`src/hw/rtl/cppb_pkg.sv`:
```
`timescale 1ns / 1ps
`default_nettype none

package cppb_pkg;

  localparam int VAL_W          = 32;
  localparam int LIM_W          = VAL_W - 1;
  localparam int FRAC_W         = 16;
  localparam int IDX_IN_W       = 3;
  localparam int LOOP_COUNT_DEF = 8;

  typedef logic signed [VAL_W-1:0] val_t;
  typedef logic        [LIM_W-1:0] lim_t;
  typedef logic        [VAL_W-1:0] mag_t;
  typedef logic      [2*VAL_W-1:0] prod_t;
  typedef logic signed   [VAL_W:0] wide_t;
  typedef logic signed [VAL_W+1:0] sum_t;

  localparam val_t VAL_MAX = {1'b0, {(VAL_W-1){1'b1}}};
  localparam val_t VAL_MIN = {1'b1, {(VAL_W-1){1'b0}}};

  typedef enum logic {
    OP_COMPUTE = 1'b0,
    OP_LOAD    = 1'b1
  } op_t;

  typedef struct packed {
    val_t gp;
    val_t gi;
    val_t gd;
    lim_t lp;
    lim_t li;
    lim_t lo;
  } cfg_ent_t;

  typedef struct packed {
    val_t prev;
    val_t integ;
  } st_ent_t;

  function automatic mag_t abs_val(val_t v);
    return v[VAL_W-1] ? (mag_t'(~v) + mag_t'(1)) : mag_t'(v);
  endfunction

  // saturate a one-bit-grown result back to the value range
  function automatic val_t sat_wide(wide_t v);
    if (v[VAL_W] != v[VAL_W-1]) begin
      return v[VAL_W] ? VAL_MIN : VAL_MAX;
    end
    return val_t'(v[VAL_W-1:0]);
  endfunction

  // drop fraction bits of a magnitude product, saturate, apply sign
  function automatic val_t qmul_finish(prod_t prod, logic neg);
    logic big;
    mag_t mag;
    big = |prod[2*VAL_W-1:FRAC_W+VAL_W-1];
    mag = {1'b0, prod[FRAC_W+VAL_W-2:FRAC_W]};
    if (big) begin
      return neg ? VAL_MIN : VAL_MAX;
    end
    return neg ? val_t'(~mag + mag_t'(1)) : val_t'(mag);
  endfunction

  function automatic val_t clamp_sym(sum_t v, lim_t lim);
    sum_t hi;
    sum_t lo;
    hi = sum_t'({1'b0, lim});
    lo = -hi;
    if (v > hi) begin
      return val_t'(hi[VAL_W-1:0]);
    end
    if (v < lo) begin
      return val_t'(lo[VAL_W-1:0]);
    end
    return val_t'(v[VAL_W-1:0]);
  endfunction

endpackage

`default_nettype wire

```
`src/hw/rtl/cppb_gain_store.sv`:
```
`timescale 1ns / 1ps
`default_nettype none

// Gains and limits per loop; an entry never loaded reads as zero.
module cppb_gain_store #(
  parameter int LOOP_COUNT = cppb_pkg::LOOP_COUNT_DEF,
  parameter int AW         = 3
) (
  input  logic               clk,
  input  logic               rst_n,
  input  logic               adv,
  input  logic [AW-1:0]      rd_idx,
  input  logic               wr_en,
  input  logic [AW-1:0]      wr_idx,
  input  cppb_pkg::cfg_ent_t wr_data,
  output cppb_pkg::cfg_ent_t rd_data
);

  cppb_pkg::cfg_ent_t    mem_r [LOOP_COUNT];
  logic [LOOP_COUNT-1:0] vld_r;
  cppb_pkg::cfg_ent_t    rd_r;
  logic                  rd_ok_r;

  always_ff @(posedge clk) begin
    if (adv) begin
      rd_r <= mem_r[rd_idx];
    end
    if (wr_en) begin
      mem_r[wr_idx] <= wr_data;
    end
  end

  always_ff @(posedge clk) begin
    if (!rst_n) begin
      vld_r   <= '0;
      rd_ok_r <= 1'b0;
    end else begin
      if (adv) begin
        rd_ok_r <= vld_r[rd_idx];
      end
      if (wr_en) begin
        vld_r[wr_idx] <= 1'b1;
      end
    end
  end

  assign rd_data = rd_ok_r ? rd_r : '0;

endmodule

`default_nettype wire

```
`config.mk`:
```
export PLATFORM = sky130hd
export DESIGN_NAME = cppb_gain_store
export DESIGN_NICKNAME = d
export VERILOG_FILES = /design/src/hw/rtl/cppb_pkg.sv /design/src/hw/rtl/cppb_gain_store.sv
export SDC_FILE = /design/constraint.sdc
export NUM_CORES = 1
export LEC_CHECK = 0
export BUFFER_PORTS_ARGS = -buffer_cell sky130_fd_sc_hd__buf_2
export CAP_MARGIN = 20
export CORE_ASPECT_RATIO = 0.75
export CORE_UTILIZATION = 55
export CTS_BUF_LIST = sky130_fd_sc_hd__clkbuf_4
export CTS_CLUSTER_SIZE = 28
export DETAILED_ROUTE_END_ITERATION = 6
export MAX_ROUTING_LAYER = met4
export PLACE_DENSITY = 0.76
export SETUP_SLACK_MARGIN = 0.4
export SLEW_MARGIN = 10
export SYNTH_ARGS = -nofsm -noshare
export SYNTH_HDL_FRONTEND = slang
export SYNTH_SLANG_ARGS = --single-unit
export TNS_END_PERCENT = 5
```
`constraint.sdc`:
```
create_clock -name clk -period 15.2 [get_ports clk]
set_input_delay 1.52 -clock clk [delete_from_list [all_inputs] [get_ports clk]]
set_output_delay 1.52 -clock clk [all_outputs]
set_load 0.01 [all_outputs]
```
### After elaboration in Yosys (flattened, before gate mapping)

Memory sizes are Yosys's and may differ from the RTL's. A register that Yosys moved wholly into a read port is not among the register bits.
Cells that the tools add are included.

| cells by class | value |
|---|---|
| bitwise gates (word level) | 1 |
| muxes and demuxes | 7 |
| magnitude comparators | 3 |
| reductions and logical operators | 1 |

Operators by type and width:

| operator | number |
|---|---|
| 189-bit two-way mux | 1 |
| 3-bit by 4-bit < comparator with 1-bit output (second input constant) | 2 |
| 8-bit OR | 1 |
| 1-bit two-way mux | 4 |
| 1-bit binary-select mux with 3-bit select | 1 |
| 1-bit demux with 3-bit select | 1 |
| 3-bit by 1-bit greater-or-equal comparator with 1-bit output (second input constant) | 1 |
| 1-bit logical AND | 1 |

| storage, ports and cells | value |
|---|---|
| bits of input ports | 199 |
| memories kept | 1 |
| word-level logic and storage cells | 15 |
| RAM bits | 1512 |
| flip-flop bits (word level) | 9 |
| output and inout bits | 189 |

Memories:

| memory | words | bits a word | rd ports | clocked after memory_dff | write ports | RTL line | source |
|---|---|---|---|---|---|---|---|
| mem_r | 8 | 189 | 1 | 1 | 1 | cppb_gain_store.sv:19 | `cppb_pkg::cfg_ent_t mem_r [LOOP_COUNT];` |

### Longest topological paths before layout

| logic depth | value |
|---|---|
| depth after elaboration | 5 |
| mapped depth | 6 |
| depth with buffers taken out | 3 |

### Least setup slack after synthesis

Ideal clock, no wire load.

| path | value |
|---|---|
| path type | input -> register |
| start | input port wr_idx[1] |
| end | memory mem_r[0][0] in the netlist's numbering, enable pin |
| stages on the path | 1 |
| required time | 14.225 ns |
| setup time | 0.975 ns |
| arrival time | 14.570 ns |
| path slack | -0.345 ns |
| buffers on the path | 0 |
| cell sequence | nor3_1 |

RTL lines:

| element | RTL line | source |
|---|---|---|
| start: declaration | cppb_gain_store.sv:14 | `input logic [AW-1:0] wr_idx,` |
| end: declaration | cppb_gain_store.sv:19 |  |

No word-level cell before the write port.

==> results.yml <==
outcome:
  status: "complete, no violations"
setup_path:
  cp-end-kind: "output pin"
  path_class: "reg -> out"
  path_max_fanout: 70
  start_kind: "register"
  cp.required_ns: 13.68
  reg2reg_from: "rd_ok_r"
  critPathLaunch: "rd_ok_r"
  crit_arrival_ns: 3.63
power_and_ir_drop:
  power.density_nw_per_um2: 129
  leakage_uw: 0.0254
  pwr-share-seq: 0.574
  combPwrFrac: 0.050
  p_sw_frac: 0.211
  p_clk_frac: 0.376
  power.switching_uw: 1990
  intPower_uw: 7470
  ir_drop_mv: 0.0723
detailed_routing:
  ant_nets: 0
  wl_um: 132000
  num_vias: 29683
  viasPerCell: 5.70
  drt_iter0_drc: 2286
  drcViolationCount: 0
  drtPass1Iterations: 5
  wl_per_cell_um: 25.4
cts:
  clkSinkCount: 1710
  cts_buffers: 404
  hold_buffers: 0
  clockBufferDepth: 4
  clkLatencyLatePin_ns: 1.31
  cts_tree: "yes"
  root_buffer: "clkbuf_4"
  cts_setup_buffers: 0
  cts_resized: 0
  htree_levels: 5
  clk_pin_slew_worst_paths_ns: 0.07
global_route:
  grt_pass1_vias: 32179
  antenna_found_initial: 37
  grt_pass1_wl_um: 195000
  grt_use_total: 0.232
  grt_overflow: 0
  grt_start_max_net_pins: 115
yosys:
  syn_avg_cell_area_um2: 24.8
  syn-num-nets: 2821
  synth_seq_area_share: 0.789
  synth.distinct_cells: 20
  yosys_warnings: 0
  ys_ff_latch: 1710
  synth_area_um2: 65000
  syn_inst: 2622
timing:
  setup_tns_ns: 0
  max_freq_mhz: 194
  tightest_slew_ns: 1.13
  hold_violations: 0
  finalCritPeriodShare: 0.339
  fin_skew_ns: 0.0733
  final-setup-viol-count: 0
  min_period_ns: 5.15
  drv_slew: 0
  rsz0062_at_grt: "no"
  max_slew_margin: 0.245
floorplanning:
  die_width_um: 399
  dieArea_um2: 119000
  fp.coreArea_um2: 116000
  start_util: 0.558
  fp-row-count: 108
  fp.dieH_um: 300
  boundaryPins: 388
cells_and_area:
  stdcell_area_um2: 73600
  final_common_cell: "edfxtp_1"
  syn2layout_area_growth_pct: 13.3
  nNetsFinal: 3532
  drive_above_1_share: 0.392
  multiInputGateArea_um2: 12900
  regArea_um2: 51300
  final_cell_mix: "edfxtp_1 (1701), clkbuf_4 (603), buf_2 (383)"
  utilization: 0.632
  fill_cells: 7736
placement:
  detailedPlacementHpwl_um: 66900
  dpl_cell_area_um2: 68400
  gp_congestion: 0.724
  portBuffers: 387
min_path:
  worstHoldStart: "wr_data[8]"
  holdCritPathClass: "in -> reg"
flow_run:
  drv_cap: 0
-- critical path: stages (launching register included) --
cell	delay, ns
dfxtp_4	0.97
buf_4	0.79
and2_1	0.37
buf_2	0.19
-- sequential cells by signal, summed over array words and instances, names as in the netlist --
| name | count |
|---|---|
| mem_r | 1512 |
| rd_r | 189 |
| vld_r | 8 |
| rd_ok_r | 1 |
-- logic make-up after synthesis --
family | count (synthesis) | synth area share
buf+inv | 128 | 0.0139
simple gates | 202 | 0.0191
mux | 572 | 0.177
flops | 1710 | 0.789
compound gates | 10 | 0.00108
-- power groups by stage --
stage	registers, uW	logic (uW)	clock network, uW
CTS	5430	480	3660
global placement	5520	461	0
floorplan	5530	301	0
global route	5440	508	3890
detailed placement	5530	478	0
finish	5430	472	3560
-- area by class of cell --
class / count / share of cell area
Timing Repair Buffer: 433 / 0.0330
Clock inverter: 94 / 0.00636
Sequential cell: 1710 / 0.697
Tap cell: 1540 / 0.0262
Multi-Input combinational cell: 784 / 0.175
Clock buffer: 603 / 0.0615
Antenna cell: 46 / 0.00156
-- Yosys cell counts, drive strengths merged --
library cell / number / area share
edfxtp: 1701 / 0.79
mux4: 379 / 0.14
and2: 189 / 0.018
mux2: 189 / 0.033
buf: 69 / 0.010
clkbuf: 59 / 0.0034
dfxtp: 9 / 0.0028
o21a: 8 / 0.00092
nor2: 6 / 0.00035
mux2i: 4 / 0.00062
nand2b: 3 / 0.00029
nand2: 2 / 0.00012
nor3: 2 / 0.00015
a21oi: 1 / 0.000077
o21ai: 1 / 0.000077
-- per-stage QoR --
step                      hold slack [ns]  power [uW]  instances  worst slack, ns
after floorplan                     0.440        5830       2622           -0.345
after global placement              0.446        5980       4464             9.39
after detailed placement            0.458        6010       4465             9.28
after CTS                           0.313        9570       5162             9.78
after global routing                0.372        9840       5199             9.76
final                               0.470        9460       5210            10.05
-- routing by layer --
| metal | global-route usage | part of all wire | routed length [um] | vias to the layer above |
|---|---|---|---|---|
| li1 | - | - | - | 12970 |
| met1 | 0.290 | 0.40 | 53000 | 15500 |
| met2 | 0.373 | 0.51 | 67600 | 1020 |
| met3 | 0.0554 | 0.069 | 9160 | 193 |
| met4 | 0.0846 | 0.019 | 2510 | 0 |
| met5 | - | 0 | 0 | - |
-- path summary, 6_finish.rpt --
| check | to | cells after the start | slack [ns] |
|---|---|---|---|
| worst max-delay path | rd_data[65] | 3 | 10.05 |
| worst min-delay path | mem_r[1][8] | 1 | 0.47 |
| worst max register to register | rd_ok_r | 3 | 13.05 |
| worst min register to register | vld_r[4] | 1 | 0.47 |
No activity file was read; power rests on OpenSTA's default activity.
