$ cat src/hw/rtl/cppb_pkg.sv
`timescale 1ns / 1ps
`default_nettype none

package cppb_pkg;

  localparam int VAL_W          = 32;
  localparam int LIM_W          = VAL_W - 1;
  localparam int FRAC_W         = 16;
  localparam int IDX_IN_W       = 3;
  localparam int LOOP_COUNT_DEF = 8;

  typedef logic signed [VAL_W-1:0] val_t;
  typedef logic        [LIM_W-1:0] lim_t;
  typedef logic        [VAL_W-1:0] mag_t;
  typedef logic      [2*VAL_W-1:0] prod_t;
  typedef logic signed   [VAL_W:0] wide_t;
  typedef logic signed [VAL_W+1:0] sum_t;

  localparam val_t VAL_MAX = {1'b0, {(VAL_W-1){1'b1}}};
  localparam val_t VAL_MIN = {1'b1, {(VAL_W-1){1'b0}}};

  typedef enum logic {
    OP_COMPUTE = 1'b0,
    OP_LOAD    = 1'b1
  } op_t;

  typedef struct packed {
    val_t gp;
    val_t gi;
    val_t gd;
    lim_t lp;
    lim_t li;
    lim_t lo;
  } cfg_ent_t;

  typedef struct packed {
    val_t prev;
    val_t integ;
  } st_ent_t;

  function automatic mag_t abs_val(val_t v);
    return v[VAL_W-1] ? (mag_t'(~v) + mag_t'(1)) : mag_t'(v);
  endfunction

  // saturate a one-bit-grown result back to the value range
  function automatic val_t sat_wide(wide_t v);
    if (v[VAL_W] != v[VAL_W-1]) begin
      return v[VAL_W] ? VAL_MIN : VAL_MAX;
    end
    return val_t'(v[VAL_W-1:0]);
  endfunction

  // drop fraction bits of a magnitude product, saturate, apply sign
  function automatic val_t qmul_finish(prod_t prod, logic neg);
    logic big;
    mag_t mag;
    big = |prod[2*VAL_W-1:FRAC_W+VAL_W-1];
    mag = {1'b0, prod[FRAC_W+VAL_W-2:FRAC_W]};
    if (big) begin
      return neg ? VAL_MIN : VAL_MAX;
    end
    return neg ? val_t'(~mag + mag_t'(1)) : val_t'(mag);
  endfunction

  function automatic val_t clamp_sym(sum_t v, lim_t lim);
    sum_t hi;
    sum_t lo;
    hi = sum_t'({1'b0, lim});
    lo = -hi;
    if (v > hi) begin
      return val_t'(hi[VAL_W-1:0]);
    end
    if (v < lo) begin
      return val_t'(lo[VAL_W-1:0]);
    end
    return val_t'(v[VAL_W-1:0]);
  endfunction

endpackage

`default_nettype wire

$ cat src/hw/rtl/cppb_qmul.sv
`timescale 1ns / 1ps
`default_nettype none

// Q16.16 product, three stages: magnitudes, multiply, scale and saturate.
module cppb_qmul (
  input  logic           clk,
  input  logic           adv,
  input  cppb_pkg::val_t a,
  input  cppb_pkg::val_t b,
  output cppb_pkg::val_t q
);

  cppb_pkg::mag_t  a_abs_r;
  cppb_pkg::mag_t  b_abs_r;
  logic            neg_r;
  cppb_pkg::prod_t prod_r;
  logic            neg2_r;
  cppb_pkg::val_t  q_r;

  always_ff @(posedge clk) begin
    if (adv) begin
      a_abs_r <= cppb_pkg::abs_val(a);
      b_abs_r <= cppb_pkg::abs_val(b);
      neg_r   <= a[cppb_pkg::VAL_W-1] ^ b[cppb_pkg::VAL_W-1];
      prod_r  <= cppb_pkg::prod_t'(a_abs_r) * cppb_pkg::prod_t'(b_abs_r);
      neg2_r  <= neg_r;
      q_r     <= cppb_pkg::qmul_finish(prod_r, neg2_r);
    end
  end

  assign q = q_r;

endmodule

`default_nettype wire

$ cat config.mk
export PLATFORM = sky130hd
export DESIGN_NAME = cppb_qmul
export DESIGN_NICKNAME = d
export VERILOG_FILES = /design/src/hw/rtl/cppb_pkg.sv /design/src/hw/rtl/cppb_qmul.sv
export SDC_FILE = /design/constraint.sdc
export NUM_CORES = 2
export LEC_CHECK = 0
export ABC_AREA = 1
export BUFFER_PORTS_ARGS = -buffer_cell sky130_fd_sc_hd__buf_2
export CAP_MARGIN = 20
export CORE_UTILIZATION = 40
export DETAILED_ROUTE_END_ITERATION = 12
export HOLD_SLACK_MARGIN = 0.03
export PLACE_DENSITY = 0.63
export REMOVE_ABC_BUFFERS = 1
export SETUP_SLACK_MARGIN = 0.05
export SLEW_MARGIN = 0
export SYNTH_ARGS = -nofsm -noshare
export SYNTH_HDL_FRONTEND = slang
export SYNTH_SLANG_ARGS = --single-unit
$ cat constraint.sdc
create_clock -name clk -period 10.65 [get_ports clk]
set_input_delay 1.5975 -clock clk [delete_from_list [all_inputs] [get_ports clk]]
set_output_delay 1.5975 -clock clk [all_outputs]
set_load 0.05 [all_outputs]
; ---- Word-level counts from Yosys, hierarchy flattened
; Cells that the tools add are included.
[word_totals]
register_bits = 162
inputBits = 66
elab_cells = 25
output_inout_bits = 32
[op_classes]
n_mux = 8
n_reduce_logical = 1
mul = 1
n_addsub = 3
bitwise_logic = 4
[op_table]
columns = op, n
row1 = $mux W32, 4
row2 = $add A32 B1 Y32 const B, 3
row3 = $mul A32 B32 Y64, 1
row4 = $not A32 Y32, 2
row5 = $mux W31, 2
row6 = $not A31 Y32, 1
row7 = $reduce_or A17 Y1, 1
row8 = $mux W1, 2
row9 = $xor A1 B1 Y1, 1

; ---- Longest topological paths before layout
[logic_depth]
word_depth = 4
mapped_depth = 32
ltp_nobuf = 31

; ---- Least setup slack after synthesis
; Ideal clock, no wire load.
[synth_timing]
path_kind = reg-to-reg
start = register b_abs_r[2]
end = register prod_r[60], data pin
period_less_slack_ns = 6.391
setup_slack_ns = 4.259
setup_ns = 0.252
stages_incl_launch_ff = 26
t_arrival_ns = 6.138
required_ns = 10.398
n_path_buf = 1
path_cell_list = edfxtp_1 > clkbuf_1 > nand2_1 > inv_1 > fa_1 > inv_1 > fa_1 > fa_1 > fa_1 > inv_1 > fa_1 > inv_1 > fa_1 > inv_1 > fa_1 > inv_1 > fa_1 > inv_1 > ha_1 > nand2_1 > nor4_2 > nand3_1 > nand2_1 > nand2_1 > nand3_1 > nand2_1
[synth_between]
elab_chain_len = 1
[synth_lines]
columns = item, line_no
row1 = "start, declared", cppb_qmul.sv:14  ; cppb_pkg::mag_t b_abs_r;
row2 = "start signal, assigned", cppb_qmul.sv:23  ; b_abs_r <= cppb_pkg::abs_val(b);
row3 = $mul A32 B32 Y64, cppb_qmul.sv:25  ; prod_r <= cppb_pkg::prod_t'(a_abs_r) * cppb_pkg::prod_t'(b_abs_r);
row4 = "end signal, assigned", cppb_qmul.sv:25
row5 = "end, declared", cppb_qmul.sv:16  ; cppb_pkg::prod_t prod_r;
; No other way between the ends.
; A chain may end at the register's enable or synchronous reset.

; ---- Final worst setup path
[layout_timing]
start = register a_abs_r[17]
end = register prod_r[36], data pin
[layout_between]
elab_chain_len = 1
[layout_lines]
columns = item, line_no
row1 = "start, declared", cppb_qmul.sv:13  ; cppb_pkg::mag_t a_abs_r;
row2 = "start signal, assigned", cppb_qmul.sv:22  ; a_abs_r <= cppb_pkg::abs_val(a);
row3 = $mul A32 B32 Y64, cppb_qmul.sv:25
; No other way between the ends.

==> results_dict.tcl <==
set metrics [dict create \
    synth_top_area_share_pct 42.4 \
    ys_ff_latch 146 \
    tns_ns 0 \
    detailed_place_hpwl_mm 97.1 \
    synth_most_common_cell "inv_1" \
    status "completed" \
    antenna_found_initial 2 \
    drv_slew 0 \
    vias 33000 \
    path_common_cell "fa_1" \
    start_kind "register" \
    end_kind "register" \
    period_minus_slack_ns 7.81 \
    tightest_slew_ns 1.06 \
    grt_max_degree 98 \
    rows 118 \
    dieArea_sq_um 107000 \
    crit_type "reg2reg" \
    wl_per_cell_microns 18.0 \
    grt_pass1_vias 35400 \
    clk_pin_slew_ns 0.08 \
    io_pins 98 \
    worstPathArrival_ns 8.10 \
    finalWirelength_mm 122 \
    yosysWarnings 0 \
    synthArstFlopShare_pct 0 \
    synth.top_cells.by_count "1679 x inv_1, 1486 x nand2_1, 895 x fa_1, 263 x ha_1, 219 x nor2_1" \
    drive_above_1_share_pct 4.31 \
    yosysTopAreaCell "fa_1" \
    clockRootBuffer "clkbuf_16" \
    cts_resized 0 \
    grt_pass1_wl_mm 198 \
    grtUsageTotal_pct 23.9 \
    routed.top_layer "met4" \
    rsz0062_at_grt "no" \
    reg2reg_from "a_abs_r[17]" \
    core-area_sq_um 104000 \
    netlist_instances 5394 \
    timing.reg2reg.setup_slack_ns 2.84 \
    first_pass_iters 8 \
    min-delay-start "neg_r" \
    cts-buffers-inserted 17 \
    maxCapViolations 0 \
    hold_violations 0 \
    routed-wl-met3_mm 7.55 \
    htree_levels 4 \
    n_fill_cell 10500 \
    overflow 0 \
    drt_iter0_drc 2455 \
    start_util_pct 40.6 \
    fmax_ghz 0.128 \
    wl_met1_mm 51.4 \
    synthDistinctLibCells 47 \
    reg2reg_depth 21 \
    clock_latency_ns 0.51 \
    whs_endpoint "neg2_r" \
    whs_path_depth 0 \
    clock_sink_count 146 \
    worstPathRequired_ns 10.95 \
    cp_slowest_cell "edfxtp_1" \
    cts_hold_buffers 0 \
    yosysSeqAreaShare_pct 10.4 \
    slew_headroom_pct 29.2 \
    multiInputGateArea_sq_um 30800 \
    drc 0 \
    final_nets 6593 \
    regArea_sq_um 4380 \
    timing.final.crit_share_pct 73.3 \
    syn_area_sq_um 42200 \
    synth_area_leaders "fa_1 42%, inv_1 15%, nand2_1 13%" \
    timing.rr.end "prod_r[36]" \
    die_y_microns 327 \
    antenna_left 0 \
    met2WireLength_mm 59.3 \
    setup_viol 0 \
    avgSynthCellArea_sq_um 7.83 \
    cp_cell_sequence "buf_4 > nand2_1 > fa_1 > fa_1 > inv_1 > fa_1 > fa_1 > fa_1 > fa_1 > fa_1 > inv_1 > fa_1 > inv_1 > ha_1 > nand2_1 > nor2_1 > nand2_1 > nor2_1 > nand4_1 > nand3_1 > xor2_1" \
    synth_edf_count 146 \
    clockBufferDepth 2 \
    viasPerCell 4.87 \
    dieWidth_microns 327 \
    cts_tree "yes" \
    critPathMaxFanout 17 \
    hold_path_class "reg2reg" \
    gp_congestion 1.02 \
    max_stage_delay_ns 0.90 \
    area_growth_pct 6.05 \
    synthFlopType "edfxtp_1" \
    post_cts_buffers 0 \
    numPortBuffers 97 \
    finClkSkew_ns 0.0180 \
]
## final cells by class
type,count,share of cell area (%)
diodes,1,0.00559
clock buffers,17,0.949
clock inverters,15,0.458
inverters,1680,14.1
multi-input cells,3361,68.7
flip-flops and latches,146,9.78
well taps,1380,3.85
repair buffers,163,2.20
## how the worst max path moves through the flow
stage                start  cells past startpoint    endpoint
4_1_cts        a_abs_r[17]                     21  prod_r[36]
5_1_grt        a_abs_r[10]                     28  prod_r[39]
3_5_place_dp   a_abs_r[17]                     21  prod_r[36]
6_report       a_abs_r[17]                     21  prod_r[36]
2_1_floorplan   b_abs_r[6]                     24  prod_r[60]
3_3_place_gp   a_abs_r[10]                     25  prod_r[23]
## registers in the layout, indices dropped and copies added, names as in the netlist
| name | count |
|---|---|
| prod_r | 48 |
| a_abs_r | 32 |
| neg_r | 1 |
| q | 32 |
| b_abs_r | 32 |
| neg2_r | 1 |
## through the flow
| stage | utilization (%) | hold slack (ns) | instances | instance area [sq um] | setup slack, ns |
|---|---|---|---|---|---|
| 2_1_floorplan | - | 0.400 | 5187 | 41500 | 4.12 |
| 3_3_place_gp | 42.4 | 0.463 | 6730 | 44200 | 2.98 |
| 3_5_place_dp | 42.4 | 0.465 | 6730 | 44200 | 2.96 |
| 4_1_cts | 43.0 | 0.488 | 6762 | 44800 | 2.92 |
| 5_1_grt | 43.0 | 0.507 | 6762 | 44800 | 2.69 |
| 6_report | 43.0 | 0.478 | 6763 | 44800 | 2.84 |
## critical path, delay by kind of cell, from the launching register on
| kind | cells | cell delay, ns |
|---|---|---|
| adders and majority gates | 9 | 4.44 |
| and+or+nand+nor | 7 | 1.33 |
| xor gates and xnor gates | 1 | 0.30 |
| DFF | 1 | 0.90 |
| buffers and inverters | 4 | 0.61 |
## layer usage
layer,global-route usage [%],vias up
met5,0,-
li1,-,15200
met2,40.7,1135
met4,7.28,0
met1,31.9,16500
met3,2.72,213
## kinds of logic (layout without fill, tap and decap cells)
| family | Yosys count | in the layout | share of synthesized area, % |
|---|---|---|---|
| compound gates | 220 | 220 | 2.88 |
| simple gates | 1880 | 1880 | 17.6 |
| flops | 146 | 146 | 10.4 |
| buf+inv | 1887 | 1875 | 16.8 |
| xor+xnor | 103 | 103 | 2.14 |
| other cells | 0 | 1 | 0 |
| fa+ha+maj | 1158 | 1158 | 50.2 |
## layout by cell type (no fill, tap or decap), drive strengths merged, types with 3 or more instances in the layout
cell,n
a21o,8
a21oi,95
xor2,78
ha,263
edfxtp,146
nand2,1488
nor4,10
nand3,80
nand4,18
o21ai,87
xnor2,25
inv,1687
fa,895
o21a,3
a31oi,7
a21boi,3
buf,163
nor2,232
nand3b,8
nor3,36
clkinv,7
o21bai,12
clkbuf,17
or2,7
o31ai,3
Power is left out: the tool's default activity adds up to more than one toggle a clock period on the data nets, which glitch-free logic cannot reach.
