--- src/hw/rtl/cppb_pkg.sv ---
`timescale 1ns / 1ps
`default_nettype none

package cppb_pkg;

  localparam int VAL_W          = 32;
  localparam int LIM_W          = VAL_W - 1;
  localparam int FRAC_W         = 16;
  localparam int IDX_IN_W       = 3;
  localparam int LOOP_COUNT_DEF = 8;

  typedef logic signed [VAL_W-1:0] val_t;
  typedef logic        [LIM_W-1:0] lim_t;
  typedef logic        [VAL_W-1:0] mag_t;
  typedef logic      [2*VAL_W-1:0] prod_t;
  typedef logic signed   [VAL_W:0] wide_t;
  typedef logic signed [VAL_W+1:0] sum_t;

  localparam val_t VAL_MAX = {1'b0, {(VAL_W-1){1'b1}}};
  localparam val_t VAL_MIN = {1'b1, {(VAL_W-1){1'b0}}};

  typedef enum logic {
    OP_COMPUTE = 1'b0,
    OP_LOAD    = 1'b1
  } op_t;

  typedef struct packed {
    val_t gp;
    val_t gi;
    val_t gd;
    lim_t lp;
    lim_t li;
    lim_t lo;
  } cfg_ent_t;

  typedef struct packed {
    val_t prev;
    val_t integ;
  } st_ent_t;

  function automatic mag_t abs_val(val_t v);
    return v[VAL_W-1] ? (mag_t'(~v) + mag_t'(1)) : mag_t'(v);
  endfunction

  // saturate a one-bit-grown result back to the value range
  function automatic val_t sat_wide(wide_t v);
    if (v[VAL_W] != v[VAL_W-1]) begin
      return v[VAL_W] ? VAL_MIN : VAL_MAX;
    end
    return val_t'(v[VAL_W-1:0]);
  endfunction

  // drop fraction bits of a magnitude product, saturate, apply sign
  function automatic val_t qmul_finish(prod_t prod, logic neg);
    logic big;
    mag_t mag;
    big = |prod[2*VAL_W-1:FRAC_W+VAL_W-1];
    mag = {1'b0, prod[FRAC_W+VAL_W-2:FRAC_W]};
    if (big) begin
      return neg ? VAL_MIN : VAL_MAX;
    end
    return neg ? val_t'(~mag + mag_t'(1)) : val_t'(mag);
  endfunction

  function automatic val_t clamp_sym(sum_t v, lim_t lim);
    sum_t hi;
    sum_t lo;
    hi = sum_t'({1'b0, lim});
    lo = -hi;
    if (v > hi) begin
      return val_t'(hi[VAL_W-1:0]);
    end
    if (v < lo) begin
      return val_t'(lo[VAL_W-1:0]);
    end
    return val_t'(v[VAL_W-1:0]);
  endfunction

endpackage

`default_nettype wire

--- src/hw/rtl/cppb_state_store.sv ---
`timescale 1ns / 1ps
`default_nettype none

// Previous error and integrator per loop. Reads are registered ahead of use;
// forward the write in progress and the write that landed with the read.
module cppb_state_store #(
  parameter int LOOP_COUNT = cppb_pkg::LOOP_COUNT_DEF,
  parameter int AW         = 3
) (
  input  logic              clk,
  input  logic              rst_n,
  input  logic              adv,
  input  logic [AW-1:0]     rd_idx,
  input  logic              wr_en,
  input  logic [AW-1:0]     wr_idx,
  input  cppb_pkg::st_ent_t wr_data,
  output cppb_pkg::st_ent_t rd_data
);

  cppb_pkg::st_ent_t     mem_r [LOOP_COUNT];
  logic [LOOP_COUNT-1:0] vld_r;
  cppb_pkg::st_ent_t     rd_r;
  logic                  rd_ok_r;
  logic [AW-1:0]         look_idx_r;
  logic                  wb_en_r;
  logic [AW-1:0]         wb_idx_r;
  cppb_pkg::st_ent_t     wb_data_r;

  always_ff @(posedge clk) begin
    if (adv) begin
      rd_r       <= mem_r[rd_idx];
      look_idx_r <= rd_idx;
      wb_idx_r   <= wr_idx;
      wb_data_r  <= wr_data;
      if (wr_en) begin
        mem_r[wr_idx] <= wr_data;
      end
    end
  end

  always_ff @(posedge clk) begin
    if (!rst_n) begin
      vld_r   <= '0;
      rd_ok_r <= 1'b0;
      wb_en_r <= 1'b0;
    end else if (adv) begin
      rd_ok_r <= vld_r[rd_idx];
      wb_en_r <= wr_en;
      if (wr_en) begin
        vld_r[wr_idx] <= 1'b1;
      end
    end
  end

  always_comb begin
    priority if (wr_en && (wr_idx == look_idx_r)) begin
      rd_data = wr_data;
    end else if (wb_en_r && (wb_idx_r == look_idx_r)) begin
      rd_data = wb_data_r;
    end else if (rd_ok_r) begin
      rd_data = rd_r;
    end else begin
      rd_data = '0;
    end
  end

endmodule

`default_nettype wire

--- config.mk ---
export PLATFORM = sky130hd
export DESIGN_NAME = cppb_state_store
export DESIGN_NICKNAME = d
export VERILOG_FILES = /design/src/hw/rtl/cppb_pkg.sv /design/src/hw/rtl/cppb_state_store.sv
export SDC_FILE = /design/constraint.sdc
export NUM_CORES = 1
export LEC_CHECK = 0
export BUFFER_PORTS_ARGS = -buffer_cell sky130_fd_sc_hd__buf_4
export CORE_MARGIN = 4
export CORE_UTILIZATION = 55
export DETAILED_ROUTE_END_ITERATION = 16
export PLACE_DENSITY = 0.76
export SYNTH_ARGS = -nofsm -noshare
export SYNTH_HDL_FRONTEND = slang
export SYNTH_SLANG_ARGS = --single-unit
--- constraint.sdc ---
create_clock -name clk -period 9.4 [get_ports clk]
set_input_delay 1.88 -clock clk [delete_from_list [all_inputs] [get_ports clk]]
set_output_delay 1.88 -clock clk [all_outputs]
set_load 0.01 [all_outputs]
# After elaboration in Yosys (flattened, before gate mapping)
# Memories as Yosys holds them, arrays and structs flattened. A register that Yosys moved wholly into a read port is not among the register bits.
# Cells that the tools add are included.
totals:
  ram_bits: 512
  latchBits: 0
  rom_bits: 0
  ff_bits: 80
  n_memories: 1
  in_bits: 74
op_classes:
  bitwise_logic: 1
  addsub: 0
  eq_ne: 2
  div: 0
  mul: 0
  n_reduce_logical: 4
  n_lt_le_gt_ge: 3
  n_mux: 10
  n_shift: 0
mem_list:
  columns: ["memory", "depth", "word_bits", "rd", "rd_clocked_by_memory_dff", "write_ports", "line", "rtl"]
  rows:
  - ["mem_r", 8, 64, 1, 1, 1, "cppb_state_store.sv:20", "cppb_pkg::st_ent_t mem_r [LOOP_COUNT];"]
ops:
  columns: ["operator", "count"]
  rows:
  - ["64-bit 2-to-1 mux", 3]
  - ["3-bit by 4-bit less-than comparator with 1-bit output, second input constant", 2]
  - ["8-bit bitwise OR", 1]
  - ["3-bit == test", 2]
  - ["1-bit 2-to-1 mux", 5]
  - ["1-bit binary-select mux with 3-bit select", 1]
  - ["1-bit demux with 3-bit select", 1]
  - ["3-bit by 1-bit greater-or-equal comparator with 1-bit output, second input constant", 1]
  - ["1-bit logical AND", 3]
  - ["2-bit AND reduction", 1]

# Depth between registers and ports, before layout
depth:
  ltp_word: 5
  mapped_depth: 6
  depth_no_buf: 4

# Least setup slack after synthesis
# No wires, ideal clock.
synth_path:
  path_type: "in2reg"
  start: "input port wr_idx[0]"
  end: "memory mem_r[0][0] in the netlist's numbering (enable)"
  t_required_ns: 8.832
  slack_ns: 2.340
  arrival_ns: 6.492
  n_path_buf: 0
  setup_ns: 0.568
  stages: 2
  path_cell_list: "nand3b_1 -> nor3_1"
synth_rtl:
  columns: ["element", "line", "rtl"]
  rows:
  - ["from (decl)", "cppb_state_store.sv:15", "input logic [AW-1:0] wr_idx,"]
  - ["to (decl)", "cppb_state_store.sv:20", null]
# No word-level cell before the write port.

==> summary.txt <==
Run status
  • Outcome: finished, final reports clean

Routing
  • DRT Wirelength: ~52,000 um
  • Antenna Violating Nets Remaining: 0
  • DRC viols: 0
  • DRT iter0 DRCs: about 1,200
  • Vias: ~13,000
  • Via density: approximately 6.3
  • DRT Pass-1 Iters: 5
  • Average wire per standard cell: between 20 and 30 um

Worst setup path
  • Max incr delay on CP: roughly 0.57 ns
  • RR Startpoint: mem_r[2][56]
  • Endpoint type of the worst setup path: output pin
  • CP Class: input pin to output pin
  • Worst-case reg-to-reg path depth: 2
  • Slowest cell on crit path: buf_4
  • CP Depth: 7
  • Buf+Inv Stages, Crit Path: 3
  • Worst Setup SP: wr_idx[1]
  • CP required: about 7.5 ns
  • Critical Path Source Type: input pin
  • Critical path cell sequence: buf_4, xnor2_1, nand4_1, buf_4, nor2_1, a31oi_1, buf_4
  • Max FO, Critical Path: about 80
  • Crit path to: rd_data[41]
  • Arrival time at the worst endpoint: 3.37 ns
  • Reg2Reg Capture Point: rd_r[56]
  • R2R Setup Slk: ~8 ns
  • Delay-heaviest family, CP: buffers and inverters
  • Crit path top cell by count: buf_4

Timing
  • Slew Viols, Final: 0
  • Setup TNS: 0 ns
  • Setup violation total in the final timing report: 0
  • Final hold vios: 0
  • Final min period: 5.247 ns
  • Unrepaired setup endpoints after global routing: false
  • Final hold slack: 0.4657 ns
  • Worst slew margin: around 29%
  • Peak Freq: around 0.19 GHz
  • Worst clock skew: approximately 0.015 ns
  • Final period util: roughly 56%
  • Measured slew at the worst slew-check pin: ~1.1 ns

Placed design
  • GP Congestion: ~0.74
  • Placed cells: around 1,900
  • Port bufs: roughly 140
  • Final HPWL DP: between 20,000 and 30,000 um

Layout
  • Final Util: between 60% and 70%
  • Layout Area Growth over Synthesis: 14.00%
  • # fillers: between 3,000 and 4,000
  • Final cell count without fillers: approximately 2,000
  • Share of cells above drive strength 1: 31.96%
  • Final #Nets: roughly 1,400

Logic synthesis
  • Synthesis-stage register bit count: about 660
  • Mapped Area: 25,280 um2
  • Yosys warnings: 0
  • Synthesized area per cell: between 20 and 25 um2
  • Seq/Total Area, Yosys: between 70% and 80%
  • Net Count, Synth: approximately 1,300
  • Synth cell types: 26
  • Synthesized instance count: approximately 1,200

GRT
  • GRT Total Usage: a little over a fifth
  • First-pass GRT wire length: between 70,000 and 80,000 um
  • Grt ovf: 0
  • Largest net degree at the start of global routing: 79
  • Initial antenna violation count: 1
  • Vias in the first global route: roughly 13,000

Min path
  • WHS Path Cells: 1
  • Type of the worst min-delay path: flip-flop to flip-flop

Floorplanning
  • Core Area: approximately 45,000 um2
  • Row count: between 70 and 80
  • Ports: between 100 and 150
  • Die height: about 220 um
  • Die W: approximately 220 um
  • Die ar.: roughly 49,000 um2
  • Initial core utilization: a little under three fifths

Pwr
  • Pwr Density: approximately 210 nW/um2
  • Leakage: a little over 0.009 uW
  • Design Power: about 6100 uW
  • VDD IR-drop max: approximately 0.14 mV

Clock network
  • Total CTS buffers: 60
  • Root Buffer: clkbuf_16
  • Max Buffers Root-to-Sink: 3
  • CTS Hold Bufs: 0
  • CTS resizes: 0
  • Clock Sinks: ~660
  • Worst-Skew Late Latency: just over 0.6 ns
  • Post-CTS setup repair buffer count: 0
  • CTS tree: yes
  • Clock-pin slew on the worst setup and hold paths: 0.06 ns
  • H-tree depth: 2

Flow run
  • Max-Cap Viols: 0
==> layer usage <==
metal  up-vias  wire length [um]  share of wire (%)  GRT usage (%)
met5         -                 0                  0              0
met3        71              4639                8.8          4.598
met4         0               918                1.7          4.434
met1      6576             21640                 41          31.67
met2       593             25280                 48          33.35
li1       5385                 -                  -              -
==> where the power goes <==
part / internal (uW) / total [uW] / switching [uW] / leakage (uW)
Clock: 1390 / 2390 / 1010 / 0.000936
Sequential: 3320 / 3350 / 28.8 / 0.00602
Combinational: 163 / 394 / 231 / 0.00233
==> layout by cell type, fill, tap and decap left out <==
master / n
clkbuf_16: 62
nand3b_1: 1
o21a_1: 8
clkinv_1: 11
dfxtp_2: 2
o21ai_0: 1
diode_2: 1
nor2_1: 64
nand4_1: 65
nor2_4: 7
a21oi_1: 1
nand2_1: 1
clkinv_2: 9
xnor2_2: 1
mux2i_1: 2
nand4bb_4: 1
clkbuf_8: 1
clkinvlp_4: 3
bufinv_16: 7
xnor2_1: 3
a31oi_1: 64
nand2b_1: 2
buf_4: 158
nand3_1: 65
clkinv_8: 1
mux2_2: 64
mux4_2: 130
buf_6: 1
xor2_1: 2
nor2b_1: 1
dfxtp_1: 8
clkbuf_1: 11
edfxtp_1: 646
nor3_2: 2
==> Yosys cell counts <==
cell / number / area share (%)
nor2b_1: 1 / 0.025
buf_2: 27 / 0.53
xnor2_1: 4 / 0.14
buf_1: 4 / 0.059
buf_6: 11 / 0.49
nand4_1: 65 / 1.6
a21oi_1: 1 / 0.020
clkbuf_1: 40 / 0.59
edfxtp_1: 646 / 77
nor3_1: 2 / 0.040
mux2_2: 64 / 2.9
buf_4: 2 / 0.059
a31oi_1: 64 / 1.6
mux4_2: 130 / 12
nand4bb_1: 1 / 0.045
nand3b_1: 1 / 0.030
o21ai_0: 1 / 0.020
mux2i_1: 2 / 0.079
o21a_1: 8 / 0.24
nand2b_1: 2 / 0.049
nand2_1: 1 / 0.015
nand3_1: 65 / 1.3
xor2_1: 2 / 0.069
nor2_2: 1 / 0.025
nor2_1: 70 / 1.0
dfxtp_1: 10 / 0.79
==> cells by family (layout without fill, tap and decap cells) <==
| family | after synthesis | in the layout | share of synthesized area [%] |
|---|---|---|---|
| AOI/OAI and AO/OA | 74 | 74 | 1.861 |
| xor gates and xnor gates | 6 | 6 | 0.2079 |
| buffers and inverters | 84 | 264 | 1.737 |
| DFF | 656 | 656 | 77.52 |
| muxes | 196 | 196 | 14.51 |
| other | 0 | 1 | 0 |
| and+or+nand+nor | 209 | 209 | 4.162 |
==> final cells by class <==
| class | count | area, um2 | share of cell area, % |
|---|---|---|---|
| well taps | 600 | 750.7 | 2.605 |
| flip-flops and latches | 656 | 19600 | 68.01 |
| repair buffers | 160 | 1211 | 4.202 |
| multi-input cells | 485 | 5328 | 18.48 |
| clock inverters | 31 | 335.3 | 1.163 |
| clock buffers | 73 | 1593 | 5.526 |
| diodes | 1 | 2.502 | 0.008682 |
==> registers in the layout, indices dropped and copies added, names as in the netlist <==
name / count
mem_r: 512
rd_ok_r: 1
look_idx_r: 3
rd_r: 64
wb_data_r: 64
wb_en_r: 1
wb_idx_r: 3
vld_r: 8
==> stage by stage <==
step | setup slack (ns) | area (um2)
floorplan | 2.340 | 25280
global placement | 4.222 | 26890
detailed placement | 4.143 | 26890
CTS | 4.136 | 28820
global route | 3.995 | 28820
finish | 4.153 | 28820
==> worst min-delay path by stage <==
stage | start | end | slack (ns)
3_5_place_dp | vld_r[6] | vld_r[6] | 0.45
4_1_cts | vld_r[6] | vld_r[6] | 0.47
3_3_place_gp | vld_r[6] | vld_r[6] | 0.44
5_1_grt | vld_r[6] | vld_r[6] | 0.48
6_report | vld_r[6] | vld_r[6] | 0.47
2_1_floorplan | vld_r[4] | vld_r[4] | 0.44
Note: power is estimated with default switching activity, not from simulation.
